<file path="src/rtl/etmb_pkg.sv">
package etmb_pkg;

    localparam int TRIG_ITERATIONS = 16;
    localparam int QW = 32;

    localparam logic signed [31:0] Q24_PI      = 32'sd52707179;
    localparam logic signed [31:0] Q24_HALF_PI = 32'sd26353589;
    localparam logic signed [31:0] Q24_GAIN    = 32'sd10188014;
    localparam logic signed [31:0] Q16_ONE     = 32'sd65536;

    typedef struct packed {
        logic signed [31:0] pos_x;
        logic signed [31:0] pos_y;
        logic signed [31:0] pos_z;
        logic signed [15:0] pitch_angle;
        logic signed [15:0] yaw_angle;
        logic signed [15:0] roll_angle;
        logic signed [31:0] scale_x;
        logic signed [31:0] scale_y;
        logic signed [31:0] scale_z;
    } in_item_t;

    typedef struct packed {
        logic [1:0]         row_index;
        logic signed [31:0] col0;
        logic signed [31:0] col1;
        logic signed [31:0] col2;
        logic signed [31:0] col3;
        logic               last_row;
    } out_item_t;

    // trig results for the three angles (Q24), with the item's position and scale
    typedef struct packed {
        logic signed [QW-1:0] cx;
        logic signed [QW-1:0] sx;
        logic signed [QW-1:0] cy;
        logic signed [QW-1:0] sy;
        logic signed [QW-1:0] cz;
        logic signed [QW-1:0] sz;
        logic signed [31:0]   pos_x;
        logic signed [31:0]   pos_y;
        logic signed [31:0]   pos_z;
        logic signed [31:0]   scale_x;
        logic signed [31:0]   scale_y;
        logic signed [31:0]   scale_z;
    } trig_item_t;

    function automatic logic signed [QW-1:0] atan_step(input int i);
        logic signed [QW-1:0] r;
        case (i)
            0: r = 32'sd13176795;
            1: r = 32'sd7778716;
            2: r = 32'sd4110060;
            3: r = 32'sd2086331;
            4: r = 32'sd1047214;
            5: r = 32'sd524117;
            6: r = 32'sd262123;
            7: r = 32'sd131069;
            default: r = (i <= 24) ? (32'sd1 <<< (24 - i)) : 32'sd0;
        endcase
        return r;
    endfunction

    // round a Q24 product back down by 24 bits
    function automatic logic signed [QW-1:0] rnd24(input logic signed [63:0] p);
        logic signed [63:0] t;
        t = (p + 64'sd8388608) >>> 24;
        return t[QW-1:0];
    endfunction

    function automatic logic signed [31:0] sat_rnd24(input logic signed [63:0] p);
        logic signed [63:0] t;
        t = (p + 64'sd8388608) >>> 24;
        if (t > 64'sd2147483647) return 32'sh7fffffff;
        if (t < -64'sd2147483648) return 32'sh80000000;
        return t[31:0];
    endfunction

endpackage

</file>
<file path="src/rtl/etmb_queue.sv">
module etmb_queue
(
    input  logic                    clk,
    input  logic                    rst_n,
    input  logic                    wr_valid,
    output logic                    wr_stall,
    input  etmb_pkg::trig_item_t    wr_item,
    output logic                    rd_valid,
    input  logic                    rd_take,
    output etmb_pkg::trig_item_t    rd_item
);
    etmb_pkg::trig_item_t mem [2];
    logic       wp_reg, rp_reg;
    logic [1:0] cnt_reg;
    logic       wr, rd;

    assign wr_stall = (cnt_reg == 2'd2);
    assign rd_valid = (cnt_reg != 2'd0);
    assign wr = wr_valid && !wr_stall;
    assign rd = rd_take && rd_valid;
    assign rd_item = mem[rp_reg];

    always_ff @(posedge clk or negedge rst_n)
    begin
        if (!rst_n)
        begin
            wp_reg <= 1'b0;
            rp_reg <= 1'b0;
            cnt_reg <= 2'd0;
        end
        else
        begin
            if (wr) wp_reg <= ~wp_reg;
            if (rd) rp_reg <= ~rp_reg;
            cnt_reg <= cnt_reg + {1'b0, wr} - {1'b0, rd};
        end
    end

    always_ff @(posedge clk)
    begin
        if (wr) mem[wp_reg] <= wr_item;
    end
endmodule

</file>
<file path="config.mk">
export PLATFORM = sky130hd
export DESIGN_NAME = etmb_queue
export DESIGN_NICKNAME = d
export VERILOG_FILES = /design/src/rtl/etmb_pkg.sv /design/src/rtl/etmb_queue.sv
export SDC_FILE = /design/constraint.sdc
export NUM_CORES = 1
export LEC_CHECK = 0
export BUFFER_PORTS_ARGS = -buffer_cell sky130_fd_sc_hd__buf_4
export CAP_MARGIN = 20
export CORE_AREA = 3 3 296 298
export DETAILED_ROUTE_END_ITERATION = 10
export DIE_AREA = 0 0 299 301
export SYNTH_ARGS = -nofsm -noshare
export SYNTH_HDL_FRONTEND = slang
export SYNTH_SLANG_ARGS = --single-unit
</file>
<file path="constraint.sdc">
create_clock -name clk -period 24.5 [get_ports clk]
set_input_delay 4.9 -clock clk [delete_from_list [all_inputs] [get_ports clk]]
set_output_delay 4.9 -clock clk [all_outputs]
set_load 0.005 [all_outputs]
</file>
# After elaboration in Yosys (flattened, before gate mapping)
# Memories as Yosys holds them, arrays and structs flattened.
# Index checks and enable logic that the tools add are counted.
# totals
input_bits,388
elab_cells,15
latchBits,0
memories,1
romBits,0
mem_bits_rw,768
ff_bits,4
out_inout_bits,386
# mem_list
memory,depth,width,read_ports,rd_ports_with_merged_regs,wr,line,rtl
mem,2,384,1,0,1,etmb_queue.sv:12,etmb_pkg::trig_item_t mem [2];
# classes
addsub,2
n_reduce_logical,4
n_eq_ne,1
mul,0
div,0
n_mux,2
n_lt_le_gt_ge,0
n_bitwise,2
n_shift,0
# op_table
op,n
$add 2x1->2,1
$eq 2x2->1 const B,1
$logic_and 1x1->1,2
$mux 1,2
$not 1->1,2
$reduce_bool 2->1,1
$sub 2x1->2,1
$logic_not 1->1,1

# Longest topological paths before layout
# logic_depth
word_depth,5
depth_mapped,7
ltp_nobuf,7

# Worst setup path after synthesis
# Ideal clock, no wire load.
# synth_timing
kind,input port to flip-flop
startpoint,input port wr_valid
endpoint,"memory mem[0][0] (netlist name), enable pin"
slack_ns,2.480
setup_ns,1.138
n_path_buf,0
t_arrival_ns,20.882
required_ns,23.362
stages,2
cell_sequence,nand2_1 -> nor2_1
# synth_via
elab_chain_len,3
# synth_lines
item,line,rtl
"start, declared",etmb_queue.sv:5,"input logic wr_valid,"
$logic_and 1x1->1,etmb_queue.sv:19,assign wr = wr_valid && !wr_stall;
$mux 1,etmb_queue.sv:41,if (wr) mem[wp_reg] <= wr_item;
$mux 1 (implied by the code),etmb_queue.sv:41,
"end, declared",etmb_queue.sv:12,
# No other way between the ends.

==> flow_summary.yaml <==
logic_synthesis:
  synth_compound_gate_area_share_pct: 0
  synthCells: 1213
  yosysWarnings: 0
  ys_seq_elements: 772
  synth_top_family_by_area: "multiplexers"
  synth_nets: 1603
  synthesis.area_um2: 28200
  synthAdderAreaFrac_pct: 0.0888
  synth_top_cell_by_area: "edfxtp_1"
  syn_area_per_cell_um2: 23.2
  synth_top_area_share_pct: 81.9
  ys_seq_area_share_pct: 82.2
  yosys.area_share.simple_pct: 0.116
  synth-xor-area-share_pct: 0.124
  muxShareOfSynthArea_pct: 15.8
  synth_cell_types: 17
  synth_area_leaders: "edfxtp_1, mux2_2, buf_6, mux2_4, dfrtp_1"
setup_path:
  startpoint_type: "flop"
  criticalPathCategory: "flop to primary output"
  cp_num_buf_inv: 3
  end_kind: "primary output"
  crit_family: "buffers and inverters"
  crit_arrival_ns: 4.06
  cp_slowest_cell: "dfrtp_4"
  crit_path_cell_trace: "buf_4, buf_4, mux2_2, buf_4"
  required_ns: 19.60
  max_stage_delay_ns: 1.01
  critPathMaxFanout: 72
  r2r_slack_ns: 20.08
  cp_common_cell: "buf_4"
final_layout:
  largest_register_ffs: 768
  drive_gt1_share_pct: 60.7
  final_nets: 2432
  final_common_cell: "buf_4"
  final_area_um2: 37600
  post-route-util_pct: 44.1
  syn2layout_area_growth_pct: 33.4
  mostFrequentLayoutCells: "buf_4, edfxtp_1, mux2_2"
clock_tree:
  cts_resized: 0
  cts-root-buf: "clkbuf_16"
  cts_hold_buffers: 0
  cts.sinks: 772
  cts_max_level: 3
  cts_tree: "yes"
  cts_setup_buffers: 0
  clkTransAtPathRegs_ns: 0.05
  clock_path_buffers: 3
  insertion_delay_ns: 0.62
  cts_buffers: 84
pwr:
  clkPwrFrac_pct: 26.2
  combPwrFrac_pct: 30.4
  p_leak_uw: 0.0139
  swShare_pct: 27.5
  p_sw_uw: 1190
  power_per_cell_area_nw_per_um2: 116
  vdd_drop_max_v: 0.0000672
  power_uw: 4350
  seqPwrFrac_pct: 43.4
  p_int_uw: 3160
sta:
  relSlewSlack_pct: 26.5
  finalCritPeriodShare_pct: 36.6
  setup_tns_ns: 0
  finalWorstSetupSlack_ns: 15.54
  period_needed_ns: 8.96
  finalSetupViolCount: 0
  fin_skew_ns: 0.0234
  hold_viol: 0
  fmax_mhz: 112
  worst_pin_slew_ns: 1.10
  slew_violations: 0
  rsz0062_at_grt: "false"
die:
  die_y_um: 301
  num_rows: 107
  die_area_um2: 90000
  coreArea_um2: 85100
  io_pins: 774
  initial_core_util_pct: 33.1
  die_w_um: 299
drt:
  detail_route.wl_per_cell_um: 20.8
  route.detailed.drc: 0
  wl_um: 67700
  vias: 14439
  postRouteAntennaNets: 0
  dr.pass1.iters: 4
  drt_first_iter_violations: 761
  vias_per_cell: 4.44
global_route:
  grt_pass1_wl_um: 97200
  track_usage_pct: 14.3
  grt_max_degree: 160
  grt_pass1_vias: 15444
  antenna_found_initial: 2
  grt-ovfl-total: 0
place:
  gp_congestion: 0.816
  io_buffers: 773
  hpwlAfterDp_um: 47100
  placed_cell_area_um2: 35100
  place_ws_ns: 15.53
run:
  drv_cap: 0
run_status:
  status: "completed"
worst_hold_path:
  hold_path.class: "flop to flop"
power groups by stage:
stage                     clock network, uW  logic (uW)  registers, uW
after floorplan                           0         711           2050
after global placement                    0        1350           1900
after detailed placement                  0        1360           1920
after CTS                              1180        1360           1890
after global routing                   1240        1420           1910
final                                  1140        1320           1890
final timing paths:
check / from / endpoint / cells after the start
min in group asynchronous: rst_n / rp_reg / 1
max in group asynchronous: rst_n / rp_reg / 1
worst max-delay path: rp_reg / rd_item[88] / 4
worst max register to register: cnt_reg[0] / mem[1][281] / 5
worst min register to register: cnt_reg[0] / cnt_reg[0] / 1
worst min-delay path: cnt_reg[0] / cnt_reg[0] / 1
metrics by stage:
stage               instances  hold slack (ns)
finish                   3251            0.550
global route             3251            0.568
CTS                      3249            0.556
detailed placement       3100            0.543
global placement         3100            0.493
floorplan                1213            0.461
metal layers:
metal | vias up | global-route usage (%) | routed length [um]
li1 | 6524 | - | -
met1 | 7311 | 14.9 | 23400
met2 | 497 | 26.7 | 37000
met3 | 107 | 5.13 | 5580
met4 | 0 | 4.62 | 1720
met5 | - | 0 | 0
cell type report:
class,instances,area [um2]
multi-input cells,396,4540
flip-flops and latches,772,23200
clock inverters,40,298
well taps,1144,1430
fillers,7445,47600
repair buffers,786,5930
inverters,2,7.51
diodes,2,5.00
clock buffers,109,2200
synthesized netlist by cell type:
cell      instances
and2_1            1
and3_1            1
buf_2             3
buf_6            40
dfrtp_1           4
edfxtp_1        768
ha_1              2
inv_1             2
mux2_1            2
mux2_2          352
mux2_4           30
nand2_1           1
nand2b_1          1
nor2_1            1
or2_2             1
xnor2_1           3
xor2_1            1
worst register-to-register path, delay by kind of cell (launching register included):
kind	cells	cell delay [ns]
buffers and inverters	3	2.75
and+or+nand+nor	2	0.88
DFF	1	0.37
cell families (layout without fill, tap and decap cells):
logic type	after synthesis	in the layout
buffers and inverters	45	937
xor gates and xnor gates	4	4
and+or+nand+nor	6	6
DFF	772	772
adders and majority gates	2	2
muxes	384	384
other	0	2
(Power assumes the default switching activity.)
